<file path="src/sv/sfst_pkg.sv">
// Shared types, constants and helpers for the symmetric flow steering table.
`timescale 1ns / 1ps
`default_nettype none
package sfst_pkg;

    // Default configuration
    localparam int NUM_SETS_DEF    = 256;
    localparam int NUM_WAYS_DEF    = 4;
    localparam int NUM_WORKERS_DEF = 8;
    localparam int NUM_SLOTS_DEF   = 4;
    localparam int QUEUE_DEPTH     = 2;

    // Hash finalizer multipliers
    localparam logic [31:0] MIX_C1 = 32'h85eb_ca6b;
    localparam logic [31:0] MIX_C2 = 32'hc2b2_ae35;

    // Header checks
    localparam logic [15:0] ETH_IPV4      = 16'h0800;
    localparam logic [3:0]  IP_VER4       = 4'd4;
    localparam logic [13:0] MIN_FRAME_LEN = 14'd34;
    localparam logic [5:0]  MIN_IHL_BYTES = 6'd20;
    localparam logic [14:0] L2_HDR_LEN    = 15'd14;
    localparam logic [14:0] L4_HDR_LEN    = 15'd18;
    localparam logic [7:0]  PROTO_TCP     = 8'd6;
    localparam logic [7:0]  PROTO_UDP     = 8'd17;

    // Internal widths (sized for the largest legal configuration)
    localparam int IDX_W     = 6;
    localparam int SET_W     = 16;
    localparam int REM_W     = 17;
    localparam int MOD_BITS  = 8;
    localparam int MOD_STEPS = 32 / MOD_BITS;

    typedef enum logic [1:0] {
        ST_HIT      = 2'd0,
        ST_NEW      = 2'd1,
        ST_FALLBACK = 2'd2,
        ST_INVALID  = 2'd3
    } t_status;

    typedef enum logic [1:0] {
        JOB_INVALID,
        JOB_FALLBACK,
        JOB_TABLE
    } t_job_kind;

    typedef enum logic [2:0] {
        F_IDLE, F_CHECK, F_MIX1, F_MIX2, F_MIX3, F_MOD, F_PUSH
    } t_fstate;

    typedef enum logic [2:0] {
        B_CLEAR, B_IDLE, B_CMP, B_SCAN, B_FETCH, B_WRITE
    } t_bstate;

    typedef struct packed {
        logic [1:0]         mode;
        logic signed [3:0]  pin_worker;
        logic [13:0]        frame_len;
        logic [15:0]        ethertype;
        logic [7:0]         ver_ihl;
        logic [7:0]         protocol;
        logic [31:0]        src_addr;
        logic [31:0]        dst_addr;
        logic [31:0]        l4_ports;
    } t_in;

    typedef struct packed {
        logic [1:0] status;
        logic [2:0] core_index;
    } t_out;

    // Classified item handed from front to back
    typedef struct packed {
        t_job_kind          kind;
        logic               tx;
        logic               hint_ok;
        logic [IDX_W-1:0]   hint;
        logic [63:0]        key_a;
        logic [39:0]        key_p;
        logic [SET_W-1:0]   set;
        logic [2:0]         fb_idx;
    } t_job;

    // One way of the flow table
    typedef struct packed {
        logic               valid;
        logic [63:0]        addrs;
        logic [39:0]        ports_proto;
        logic [IDX_W-1:0]   worker;
        logic [IDX_W-1:0]   slot;
    } t_entry;

    // One bit of a restoring remainder: remainder stays below the modulus
    function automatic logic [REM_W-1:0] mod_step(input logic [REM_W-1:0] r,
                                                  input logic b,
                                                  input logic [REM_W-1:0] m);
        logic [REM_W-1:0] t;
        t = {r[REM_W-2:0], b};
        mod_step = (t >= m) ? t - m : t;
    endfunction

endpackage
`default_nettype wire

</file>
<file path="src/sv/sfst_fifo.sv">
// Small job queue between the front end and the table engine.
`timescale 1ns / 1ps
`default_nettype none
module sfst_fifo #(
    parameter int DEPTH = sfst_pkg::QUEUE_DEPTH
) (
    input  wire logic           i_clk,
    input  wire logic           i_rst_n,
    input  wire logic           i_push,
    input  wire sfst_pkg::t_job i_job,
    output logic                o_full,
    input  wire logic           i_pop,
    output sfst_pkg::t_job      o_job,
    output logic                o_empty
);
    import sfst_pkg::*;

    localparam int PW = (DEPTH > 1) ? $clog2(DEPTH) : 1;
    localparam int CW = $clog2(DEPTH + 1);

    t_job            r_mem [DEPTH];
    logic [PW-1:0]   r_wp, r_rp;
    logic [CW-1:0]   r_cnt;

    assign o_full  = (r_cnt == CW'(DEPTH));
    assign o_empty = (r_cnt == '0);
    assign o_job   = r_mem[r_rp];

    // Pointers and fill count
    always_ff @(posedge i_clk) begin
        if (!i_rst_n) begin
            r_wp  <= '0;
            r_rp  <= '0;
            r_cnt <= '0;
        end else begin
            if (i_push) begin
                r_wp <= (r_wp == PW'(DEPTH - 1)) ? '0 : r_wp + 1'b1;
            end
            if (i_pop) begin
                r_rp <= (r_rp == PW'(DEPTH - 1)) ? '0 : r_rp + 1'b1;
            end
            if (i_push && !i_pop) begin
                r_cnt <= r_cnt + 1'b1;
            end else if (i_pop && !i_push) begin
                r_cnt <= r_cnt - 1'b1;
            end
        end
    end

    // Storage
    always_ff @(posedge i_clk) begin
        if (i_push) begin
            r_mem[r_wp] <= i_job;
        end
    end

endmodule
`default_nettype wire

</file>
<file path="config.mk">
export PLATFORM = sky130hd
export DESIGN_NAME = sfst_fifo
export DESIGN_NICKNAME = d
export VERILOG_FILES = /design/src/sv/sfst_pkg.sv /design/src/sv/sfst_fifo.sv
export SDC_FILE = /design/constraint.sdc
export NUM_CORES = 1
export LEC_CHECK = 0
export ABC_CLOCK_PERIOD_IN_PS = 13510
export CORE_AREA = 2 2 139 141
export CTS_CLUSTER_SIZE = 10
export DETAILED_ROUTE_END_ITERATION = 16
export DIE_AREA = 0 0 141 143
export DONT_BUFFER_PORTS = 1
export PLACE_DENSITY = 0.66
export SETUP_SLACK_MARGIN = 0.02
export SLEW_MARGIN = 20
export SYNTH_ARGS = -nofsm -noshare
export SYNTH_HDL_FRONTEND = slang
export SYNTH_SLANG_ARGS = --single-unit
</file>
<file path="constraint.sdc">
create_clock -name i_clk -period 13.51 [get_ports i_clk]
set_input_delay 2.0265 -clock i_clk [delete_from_list [all_inputs] [get_ports i_clk]]
set_output_delay 2.0265 -clock i_clk [all_outputs]
set_load 0.01 [all_outputs]
</file>
==> metrics.md <==
| Metric | Value |
|---|---|
| Status | complete, no violations |
| WP buf/inv | 2 |
| Leading post-synthesis cells by cell area | edfxtp_1 79%, mux2_4 10%, mux2_2 7.0% |
| Final hold vios | 0 |
| Die Height | between 100 and 150 um |
| RSZ-0062 raised after global routing | no |
| Vias after detailed routing | roughly 4000 |
| Skew final | around 0.0076 ns |
| Initial Util | between 50% and 60% |
| Die W | between 100 and 150 um |
| Startpoint Class | register |
| Die ar. | between 0.02 and 0.025 mm2 |
| Pwr/cell area | roughly 160 mW/mm2 |
| Setup TNS | 0 ns |
| Synth Warn # | 0 |
| Cells along the critical path | buf_16 -> buf_4 -> mux2_4 |
| Post-Synth XOR/XNOR Area | less than 1% |
| Kind of cell adding the most delay to the critical path | buffers and inverters |
| First-pass GRT wire length | 24.9 mm |
| Crit path largest cell delay | ~0.84 ns |
| Core Region | 0.0186 mm2 |
| Simple-gate share of the synthesized area | less than 1% |
| DP HPWL | 11.2 mm |
| Avg Cell Area, Syn | around 23 um2 |
| Top-area cell type share of the netlist area | between 70% and 80% |
| Clk_lat worst skew | approximately 0.53 ns |
| Reg2reg start | r_wp |
| Clock buffer depth | 3 |
| Antenna violations before repair | 0 |
| Post-DR vias/cell | 5.63 |
| Drt pass-1 iters | 4 |
| Max_slew headroom | approximately a third |
| Mapped Area | just over 0.01 mm2 |
| Layout Nets | between 500 and 600 |
| Post-synthesis cell type count | 18 |
| Area growth syn-to-layout | 10.7% |
| DR iter-0 viols | roughly 260 |
| Residual DRC | 0 |
| Top Ports | 272 |
| Number of enable flip-flop cells after synthesis | roughly 270 |
| Clock-pin slew on the worst setup and hold paths | ~0.05 ns |
| Synth async-reset ratio | 0% |
| Max_cap viols | 0 |
| Seq/Total Area, Yosys | 80.1% |
| Period utilisation layout | ~35% |
| Minimum clock period | between 4 and 5 ns |
| Worst reg2reg path depth | 3 |
| Compound-Gate Fraction of Synth Area | 0.198% |
| TritonCTS clock tree | built |
| Crit path kind | reg2out |
| Max Slew Vio Count | 0 |
| Overflow after GRT | 0 |
| Least-Margin Pin Slew | 1.03 ns |
| Synth Net Count | ~570 |
| Mux cell area share after synthesis | between 10% and 20% |
| Yosys reg bits | 271 |
| Adder-Cell Fraction of Synth Area | less than 1% |
| Crit path depth | 3 |
| CP arrival | about 2.8 ns |
| Leakage | between 3 and 4 nW |
| Synth area leader | edfxtp_1 |
| Critical-path top delay cell | buf_4 |
| WHS | about 0.5 ns |
| CTS Buf Count | 31 |
| VDD IR max | roughly 0.00011 V |
| GP Congestion | just under 0.8 |
| Final Setup Violations | 0 |
| Largest family of logic cells by synthesized area | multiplexers |
| Final ANT Viol Nets | 0 |
| Worst R2R Setup Slack | roughly 11 ns |
| Root Buffer | clkbuf_16 |
| CTS sink count | between 200 and 300 |
| Cells after Synth | roughly 440 |
| GRT Util Overall | around 16% |
| Vias in the first global route | ~4300 |
| Ys flop type | edfxtp_1 |
| Reg2reg end | r_mem[0][39] |
| Worst-path fanout max | 58 |
| Port-buffer cells | 0 |
| CTS Hold Bufs | 0 |
| Most common cell in the synthesized netlist | edfxtp_1 |
| Post-CTS Repair Setup Buffers | 0 |
| Final-layout fill cell count | approximately 1300 |
| # rows | 50 |
| Resized Gates After CTS | 0 |
| Antenna diode count | 0 |
| Drt wl/cell | around 24 um |
| CP required | between 10 and 15 ns |
| Critical path endpoint | o_job[110] |
| Hold Crit Class | reg2reg |
| Layout cells sized above 1 | between 30% and 40% |
| Total Wirelength | between 15 and 20 mm |
| Largest net degree at the start of global routing | 77 |
| Crit end category | output port |
| Maximum clock rate | about 0.21 GHz |
| Commonest cells post-synth | 266 x edfxtp_1, 70 x mux2_4, 63 x mux2_2 |
| H-tree lvl count | 1 |
state kept, by name, indices dropped and copies added (netlist names), named ones only:
signal  cells
r_mem     266
r_rp        1
r_wp        1
r_cnt       2
worst reg2reg max path, cell delays in order (launching register included):
cell,delay (ns)
dfxtp_1,0.34
nor2b_4,0.11
buf_4,0.65
buf_4,0.89
per-layer routing:
metal / share of wire (%) / global-route usage [%] / vias to the layer above
li1: - / - / 1773
met1: 36 / 17.8 / 1972
met2: 48 / 27.0 / 206
met3: 14 / 9.62 / 28
met4: 1.8 / 4.37 / 0
met5: 0 / 0 / -
layout make-up:
class                   count  area, um2  area share [%]
clock inverters             2       17.5           0.157
clock buffers              45        828            7.41
flip-flops and latches    271       8090            72.4
multi-input cells         149       1880            16.9
repair buffers              5       57.6           0.515
inverters                   1       3.75          0.0336
well taps                 234        293            2.62
power breakdown:
part	total, mW	internal, mW	leakage, nW	switching [mW]
Sequential	0.989	0.974	2.54	0.0144
Clock	0.699	0.417	0.408	0.283
Combinational	0.139	0.0622	0.855	0.0773
Total	1.83	1.45	3.80	0.374
metrics by stage:
| step | util (%) | cell area, um2 | worst slack [ns] | power [mW] | cells |
|---|---|---|---|---|---|
| final | 60.1 | 11200 | 8.73 | 1.83 | 707 |
| after global routing | 60.1 | 11200 | 8.58 | 1.89 | 707 |
| after CTS | 60.0 | 11100 | 8.43 | 1.85 | 706 |
| after detailed placement | 55.4 | 10300 | 9.00 | 1.15 | 659 |
| after global placement | 55.4 | 10300 | 9.08 | 1.14 | 659 |
| after floorplan | - | 10100 | 5.05 | 1.13 | 436 |
cells by family after synthesis:
family	count (synthesis)
simple gates	9
compound gates	3
buf+inv	16
mux	133
xor+xnor	3
flops	271
fa+ha+maj	1
cell usage in the layout (no fill, tap or decap):
| cell | count |
|---|---|
| dfxtp_4 | 1 |
| inv_6 | 2 |
| o21ai_0 | 1 |
| nor2_1 | 1 |
| buf_16 | 1 |
| clkbuf_16 | 31 |
| a21boi_0 | 1 |
| ha_1 | 1 |
| mux2_4 | 70 |
| and2b_1 | 1 |
| and2_1 | 3 |
| or3_1 | 1 |
| clkbuf_1 | 14 |
| and2_4 | 1 |
| xnor2_1 | 1 |
| xor2_1 | 2 |
| nor2b_4 | 1 |
| o21a_1 | 1 |
| nor2b_1 | 1 |
| edfxtp_1 | 266 |
| mux2_2 | 63 |
| buf_4 | 4 |
| dfxtp_1 | 4 |
| inv_1 | 1 |
worst min-delay path by stage:
stage / endpoint / slack [ns] / depth (start not counted) / from
finish: r_cnt[1] / 0.51 / 2 / r_cnt[1]
global route: r_cnt[1] / 0.57 / 2 / r_cnt[1]
CTS: r_cnt[1] / 0.51 / 2 / r_cnt[1]
detailed placement: r_cnt[1] / 0.51 / 2 / r_cnt[1]
global placement: r_cnt[1] / 0.50 / 2 / r_cnt[1]
floorplan: r_cnt[1] / 0.47 / 2 / r_cnt[1]
Note: power is estimated with default switching activity, not from simulation.
