[src/sv/sfst_pkg.sv]
// Shared types, constants and helpers for the symmetric flow steering table.
`timescale 1ns / 1ps
`default_nettype none
package sfst_pkg;

    // Default configuration
    localparam int NUM_SETS_DEF    = 256;
    localparam int NUM_WAYS_DEF    = 4;
    localparam int NUM_WORKERS_DEF = 8;
    localparam int NUM_SLOTS_DEF   = 4;
    localparam int QUEUE_DEPTH     = 2;

    // Hash finalizer multipliers
    localparam logic [31:0] MIX_C1 = 32'h85eb_ca6b;
    localparam logic [31:0] MIX_C2 = 32'hc2b2_ae35;

    // Header checks
    localparam logic [15:0] ETH_IPV4      = 16'h0800;
    localparam logic [3:0]  IP_VER4       = 4'd4;
    localparam logic [13:0] MIN_FRAME_LEN = 14'd34;
    localparam logic [5:0]  MIN_IHL_BYTES = 6'd20;
    localparam logic [14:0] L2_HDR_LEN    = 15'd14;
    localparam logic [14:0] L4_HDR_LEN    = 15'd18;
    localparam logic [7:0]  PROTO_TCP     = 8'd6;
    localparam logic [7:0]  PROTO_UDP     = 8'd17;

    // Internal widths (sized for the largest legal configuration)
    localparam int IDX_W     = 6;
    localparam int SET_W     = 16;
    localparam int REM_W     = 17;
    localparam int MOD_BITS  = 8;
    localparam int MOD_STEPS = 32 / MOD_BITS;

    typedef enum logic [1:0] {
        ST_HIT      = 2'd0,
        ST_NEW      = 2'd1,
        ST_FALLBACK = 2'd2,
        ST_INVALID  = 2'd3
    } t_status;

    typedef enum logic [1:0] {
        JOB_INVALID,
        JOB_FALLBACK,
        JOB_TABLE
    } t_job_kind;

    typedef enum logic [2:0] {
        F_IDLE, F_CHECK, F_MIX1, F_MIX2, F_MIX3, F_MOD, F_PUSH
    } t_fstate;

    typedef enum logic [2:0] {
        B_CLEAR, B_IDLE, B_CMP, B_SCAN, B_FETCH, B_WRITE
    } t_bstate;

    typedef struct packed {
        logic [1:0]         mode;
        logic signed [3:0]  pin_worker;
        logic [13:0]        frame_len;
        logic [15:0]        ethertype;
        logic [7:0]         ver_ihl;
        logic [7:0]         protocol;
        logic [31:0]        src_addr;
        logic [31:0]        dst_addr;
        logic [31:0]        l4_ports;
    } t_in;

    typedef struct packed {
        logic [1:0] status;
        logic [2:0] core_index;
    } t_out;

    // Classified item handed from front to back
    typedef struct packed {
        t_job_kind          kind;
        logic               tx;
        logic               hint_ok;
        logic [IDX_W-1:0]   hint;
        logic [63:0]        key_a;
        logic [39:0]        key_p;
        logic [SET_W-1:0]   set;
        logic [2:0]         fb_idx;
    } t_job;

    // One way of the flow table
    typedef struct packed {
        logic               valid;
        logic [63:0]        addrs;
        logic [39:0]        ports_proto;
        logic [IDX_W-1:0]   worker;
        logic [IDX_W-1:0]   slot;
    } t_entry;

    // One bit of a restoring remainder: remainder stays below the modulus
    function automatic logic [REM_W-1:0] mod_step(input logic [REM_W-1:0] r,
                                                  input logic b,
                                                  input logic [REM_W-1:0] m);
        logic [REM_W-1:0] t;
        t = {r[REM_W-2:0], b};
        mod_step = (t >= m) ? t - m : t;
    endfunction

endpackage
`default_nettype wire

[src/sv/sfst_front.sv]
// Front end: header check, symmetric key ordering, fmix32 hash and remainders.
`timescale 1ns / 1ps
`default_nettype none
module sfst_front #(
    parameter int NUM_SETS    = sfst_pkg::NUM_SETS_DEF,
    parameter int NUM_WORKERS = sfst_pkg::NUM_WORKERS_DEF,
    parameter int NUM_SLOTS   = sfst_pkg::NUM_SLOTS_DEF
) (
    input  wire logic          i_clk,
    input  wire logic          i_rst_n,
    input  wire logic          i_start,
    input  wire logic          i_hold,
    input  wire sfst_pkg::t_in i_item,
    output logic               o_busy,
    output logic               o_push,
    output sfst_pkg::t_job     o_job,
    input  wire logic          i_full
);
    import sfst_pkg::*;

    localparam int CNT_W = $clog2(MOD_STEPS);

    t_fstate            r_state, n_state;
    t_in                r_in;
    logic [31:0]        r_x, n_x;
    logic [63:0]        r_key_a;
    logic [39:0]        r_key_p;
    t_job_kind          r_kind;
    logic               r_tx, r_hint_ok;
    logic [IDX_W-1:0]   r_hint;
    logic [REM_W-1:0]   r_rs, r_rw, r_rt, n_rs, n_rw, n_rt;
    logic [CNT_W-1:0]   r_cnt;

    logic               accept;
    logic [5:0]         ihl_bytes;
    logic               bad_hdr, is_l4, bad_l4, swap;
    logic [15:0]        sp, dp, osp, odp;
    logic [31:0]        osa, oda;

    assign o_busy = (r_state != F_IDLE);
    assign accept = i_start && (r_state == F_IDLE) && !i_hold;

    // Header validation and direction-independent key ordering
    always_comb begin
        ihl_bytes = {r_in.ver_ihl[3:0], 2'b00};
        bad_hdr   = (r_in.frame_len < MIN_FRAME_LEN) || (r_in.ethertype != ETH_IPV4) ||
                    (r_in.ver_ihl[7:4] != IP_VER4) || (ihl_bytes < MIN_IHL_BYTES) ||
                    ({1'b0, r_in.frame_len} < L2_HDR_LEN + {9'b0, ihl_bytes});
        is_l4     = (r_in.protocol == PROTO_TCP) || (r_in.protocol == PROTO_UDP);
        bad_l4    = is_l4 && ({1'b0, r_in.frame_len} < L4_HDR_LEN + {9'b0, ihl_bytes});
        sp        = is_l4 ? r_in.l4_ports[31:16] : 16'd0;
        dp        = is_l4 ? r_in.l4_ports[15:0]  : 16'd0;
        swap      = is_l4 && ((r_in.src_addr > r_in.dst_addr) ||
                    ((r_in.src_addr == r_in.dst_addr) && (sp > dp)));
        osa       = swap ? r_in.dst_addr : r_in.src_addr;
        oda       = swap ? r_in.src_addr : r_in.dst_addr;
        osp       = swap ? dp : sp;
        odp       = swap ? sp : dp;
    end

    // Hash datapath and remainder digits, eight bits per cycle
    always_comb begin
        logic [REM_W-1:0] rs, rw, rt;
        rs  = r_rs;
        rw  = r_rw;
        rt  = r_rt;
        n_x = r_x;
        for (int k = 0; k < MOD_BITS; k++) begin
            rs = mod_step(rs, r_x[31-k], REM_W'(NUM_SETS));
            rw = mod_step(rw, r_x[31-k], REM_W'(NUM_WORKERS));
            rt = mod_step(rt, r_x[31-k], REM_W'(NUM_SLOTS));
        end
        n_rs = rs;
        n_rw = rw;
        n_rt = rt;
        case (r_state)
            F_CHECK: n_x = osa ^ oda ^ {osp, odp} ^ {24'd0, r_in.protocol};
            F_MIX1:  n_x = 32'((r_x ^ (r_x >> 16)) * MIX_C1);
            F_MIX2:  n_x = 32'((r_x ^ (r_x >> 13)) * MIX_C2);
            F_MIX3:  n_x = r_x ^ (r_x >> 16);
            F_MOD:   n_x = r_x << MOD_BITS;
            default: n_x = r_x;
        endcase
    end

    // Next state
    always_comb begin
        n_state = r_state;
        o_push  = 1'b0;
        case (r_state)
            F_IDLE:  if (accept) begin
                n_state = F_CHECK;
            end
            F_CHECK: n_state = (bad_hdr || bad_l4) ? F_PUSH : F_MIX1;
            F_MIX1:  n_state = F_MIX2;
            F_MIX2:  n_state = F_MIX3;
            F_MIX3:  n_state = F_MOD;
            F_MOD:   if (r_cnt == CNT_W'(MOD_STEPS - 1)) begin
                n_state = F_PUSH;
            end
            F_PUSH:  if (!i_full) begin
                o_push  = 1'b1;
                n_state = F_IDLE;
            end
            default: n_state = F_IDLE;
        endcase
    end

    // State register
    always_ff @(posedge i_clk) begin
        if (!i_rst_n) begin
            r_state <= F_IDLE;
        end else begin
            r_state <= n_state;
        end
    end

    // Payload registers
    always_ff @(posedge i_clk) begin
        r_x <= n_x;
        if (accept) begin
            r_in <= i_item;
        end
        if (r_state == F_CHECK) begin
            r_key_a   <= {osa, oda};
            r_key_p   <= {osp, odp, r_in.protocol};
            r_tx      <= (r_in.mode != 2'd0);
            r_hint_ok <= !r_in.pin_worker[3] && (int'(r_in.pin_worker[2:0]) < NUM_WORKERS);
            r_hint    <= IDX_W'(r_in.pin_worker[2:0]);
            if (bad_hdr || bad_l4) begin
                r_kind <= JOB_INVALID;
            end else if (r_in.mode == 2'd1 || !is_l4) begin
                r_kind <= JOB_FALLBACK;
            end else begin
                r_kind <= JOB_TABLE;
            end
        end
        if (r_state == F_MIX3) begin
            r_rs  <= '0;
            r_rw  <= '0;
            r_rt  <= '0;
            r_cnt <= '0;
        end else if (r_state == F_MOD) begin
            r_rs  <= n_rs;
            r_rw  <= n_rw;
            r_rt  <= n_rt;
            r_cnt <= r_cnt + 1'b1;
        end
    end

    // Job to the queue
    always_comb begin
        o_job         = '0;
        o_job.kind    = r_kind;
        o_job.tx      = r_tx;
        o_job.hint_ok = r_hint_ok;
        o_job.hint    = r_hint;
        o_job.key_a   = r_key_a;
        o_job.key_p   = r_key_p;
        o_job.set     = SET_W'(r_rs);
        o_job.fb_idx  = r_tx ? r_rt[2:0] : r_rw[2:0];
    end

endmodule
`default_nettype wire

[config.mk]
export PLATFORM = sky130hd
export DESIGN_NAME = sfst_front
export DESIGN_NICKNAME = d
export VERILOG_FILES = /design/src/sv/sfst_pkg.sv /design/src/sv/sfst_front.sv
export SDC_FILE = /design/constraint.sdc
export NUM_CORES = 2
export LEC_CHECK = 0
export BUFFER_PORTS_ARGS = -buffer_cell sky130_fd_sc_hd__buf_2
export CORE_ASPECT_RATIO = 0.8
export CORE_UTILIZATION = 45
export CTS_CLUSTER_DIAMETER = 120
export DETAILED_ROUTE_END_ITERATION = 10
export PLACE_DENSITY_LB_ADDON = 0.3
export REMOVE_ABC_BUFFERS = 1
export SYNTH_ARGS = -nofsm -noshare
export SYNTH_HDL_FRONTEND = slang
export SYNTH_SLANG_ARGS = --single-unit
[constraint.sdc]
create_clock -name i_clk -period 12.9 [get_ports i_clk]
set_input_delay 1.935 -clock i_clk [delete_from_list [all_inputs] [get_ports i_clk]]
set_output_delay 1.935 -clock i_clk [all_outputs]
set_load 0.05 [all_outputs]
==> summary.txt <==
Clocking
  • Clk sinks: ~330
  • Clock-pin slew on the worst setup and hold paths: 60 ps
  • Clock latency on the worst-skew pair: 570 ps
  • H-tree lvl count: 2
  • Postcts setup bufs: 0
  • Num CTS Buffers: 37
  • CTS tree: done
  • CTS Hold Bufs: 0
  • Post-CTS sizing: 0
  • CTS root buffer: clkbuf_16
  • CTS max path bufs: 3

Worst setup path
  • CP startpoint: r_rt[2]$_SDFFE_PP0N_
  • Reg2reg start: r_rt[2]$_SDFFE_PP0N_
  • CP dominant cell by count: ha_1
  • Buf+Inv Stages, Crit Path: 3
  • Max stage delay on crit path: 640 ps
  • CP Capture Type: flip-flop
  • FF-to-FF path depth: 40
  • Crit-path leading delay family: simple AND/OR/NAND/NOR gates
  • Worst Path Class, Setup: flip-flop to flip-flop
  • Data required, critical path: around 13000 ps
  • Critical-path maximum fanout: 13
  • Levels on crit path: 40
  • Slowest cell on the critical path: dfxtp_1
  • Critical path arrival: about 12000 ps
  • Critical Path Start Type: flip-flop

Drt
  • Drt drc: 0
  • Wirelength per Cell: roughly 22 um
  • Vias: between 20000 and 30000
  • 1st-pass router iterations: 7
  • Total wire length: around 110000 um
  • ANT nets after route: 0
  • Iteration-0 DRC Markers: slightly below 3000
  • Vias per inst: around 5.6

Logic synthesis
  • Yosys reg bits: roughly 330
  • Synth cell types: 115
  • Main combinational cell family by area after synthesis: adder cells
  • Sequential-to-total area share from yosys stat: 0.249
  • Post-Synth Simple-Gate Area: 0.101
  • Synth area leader: edfxtp_1
  • Synth Area in Compound Gates: 0.130
  • Post-Synth XOR/XNOR Area: 0.0538
  • Post-synth EDFFs: 290
  • Adder-cell area share of the yosys netlist: 0.358
  • Post-Syn Instances: 3813
  • Post-synth ARST share: 0
  • Yosys warnings: 0
  • Synth Flop Type: edfxtp_1
  • Top cell type's share of synthesized area: 0.230
  • Netlist Area Pre-Place: 37800 sq um
  • Mux contribution to synthesized area: 0.0181
  • Syn Area/Cell: roughly 10 sq um
  • Top post-synthesis cells by area: edfxtp_1, fa_1, ha_1

Hold path
  • Hold Crit Start: r_in[142]$_DFFE_PP_
  • HP Class: flip-flop to flip-flop
  • Hold path depth: 0

Flow run
  • Max-cap viol count: 0

Global route
  • Initial antenna violation count: 4
  • GR Util All Layers: 0.269
  • Remaining Overflow, GRT: 0
  • First-pass GRT wire length: 174000 um
  • Largest net degree at the start of global routing: between 90 and 100
  • Number of global-route vias before repair: approximately 29000

Finish
  • Fillers: between 7000 and 8000
  • Multi-input gate area: 25100 sq um
  • Final Non-Filler Cells: roughly 5200
  • Register area: between 9000 and 10000 sq um
  • Layout cells sized above 1: 0.123
  • Synth-to-layout area growth: 10.5%
  • Final #Nets: slightly above 5000

STA
  • Setup Viol. Count Final: 0
  • Fin crit period: roughly 12000 ps
  • Max Freq: approximately 0.085 GHz
  • Worst slew pin tran: between 1000 and 1500 ps
  • RSZ-0062 raised after global routing: false
  • Relative slew slack: 0.278
  • Clk_skew: about 34 ps
  • Final period util: 0.908
  • Hold Fails Final Rpt: 0
  • WHS: 414 ps
  • Fin. max-slew vios: 0
  • Sum of negative setup slack: 0 ps

Floorplanning
  • Die height: 261 um
  • Cell row count: between 90 and 100
  • Die Wd: roughly 330 um
  • Core Region: slightly above 80000 sq um
  • Die ar.: 85300 sq um
  • I/O pin total: ~290
  • Initial Util: 0.457

Placement
  • GPL Wtd Cong: around 1
  • Hpwl dp: about 95000 um
  • Inst Count DP: 5140
  • I/O Buffers: between 200 and 300

Outcome
  • Status: finished, final reports clean
-- worst paths after layout --
check                           slack (ps)                    end
worst max-delay path                  1180  r_rt[12]$_SDFFE_PP0N_
worst min-delay path                   410    r_hint[0]$_DFFE_PP_
worst max register to register        1180  r_rt[12]$_SDFFE_PP0N_
worst min register to register         410    r_hint[0]$_DFFE_PP_
-- cells in the final DEF, fill, tap and decap left out, types with 20 or more instances in the layout --
cell       Yosys  final
o31ai_1       20     20
a211oi_1      24     24
a21boi_0      24     24
nand4_1       34     34
fa_1         395    395
buf_4         11     41
nand2_1      212    212
nand2b_1      27     27
inv_1        777    777
xnor2_1      152    152
o21ai_0      185    185
nor2_1       120    117
o21a_1        22     22
a21oi_1      193    192
a31oi_1       32     32
clkbuf_16      0     39
mux2_2        51     51
a21o_1        21     21
and3_1        30     30
o211ai_1      23     23
nor2b_1       34     34
xor2_1        75     75
nand3_1       56     56
and2_1        30     30
edfxtp_1     290    290
buf_2         10    283
nor3_1        49     48
dfxtp_1       35     35
ha_1         450    449
or3_1         25     25
-- metrics by stage --
stage / worst slack, ps / instance area, sq um / util
finish: 1180 / 41800 / 0.505
global route: 384 / 41800 / 0.505
CTS: 1490 / 41800 / 0.505
detailed placement: 1510 / 40500 / 0.489
global placement: 1680 / 40500 / 0.489
floorplan: 1810 / 37400 / -
-- Yosys cell counts, drive strengths merged, types with 7 or more instances --
cell     number
mux2i        11
nor4         23
a211oi       28
nand2       215
or3          27
buf          34
and3         30
or2          13
a21oi       194
nor2b        34
a32oi         7
a2111oi      10
o31ai        23
edfxtp      290
nand3b       10
inv         777
o31a          8
a31oi        32
clkbuf       69
nand2b       27
xor2         75
or4           8
xnor2       155
a311oi        9
nor3         54
ha          450
fa          395
o21a         23
a221oi       14
nor3b         8
o21ai       200
nand3        56
a211o         8
o211ai       23
nand4        35
mux2         51
a21o         22
nor2        123
and4         12
o22ai        18
a21boi       28
and2         31
o2111ai      15
nor4b         9
dfxtp        35
-- registers in the layout, summed over array words and instances (netlist names), 3 cells and up --
register and flops:
ihl_bytes 4, r_hint 3, r_in 143, r_key_a 64
r_key_p 40, r_rs 16, r_rt 14, r_state 3
r_x 32
-- area by class of cell --
type                       count  area share
timing repair buffer         324      0.0412
multi-input combinational   2609       0.600
clock buffer                  44      0.0240
inverter                     778      0.0698
antenna                        6    0.000359
tap                         1104      0.0330
sequential                   325       0.225
clock inverter                22     0.00649
-- cell families (layout without fill, tap and decap cells) --
logic type	count (synthesis)	count (layout)
xor gates and xnor gates	230	230
adders and majority gates	846	846
AOI/OAI and AO/OA	742	742
buffers and inverters	881	1168
muxes	62	62
DFF	325	325
and+or+nand+nor	726	726
other	1	9
-- metal layers --
| layer | vias up | part of all wire | global-route usage |
|---|---|---|---|
| met5 | - | 0 | 0 |
| met4 | 0 | 0.017 | 0.0453 |
| met3 | 122 | 0.11 | 0.0754 |
| met2 | 1225 | 0.43 | 0.408 |
| met1 | 14234 | 0.45 | 0.386 |
| li1 | 13529 | - | - |
Power is not shown: default switching activity piles up to over one toggle a cycle in this logic, so the estimate is an artifact.
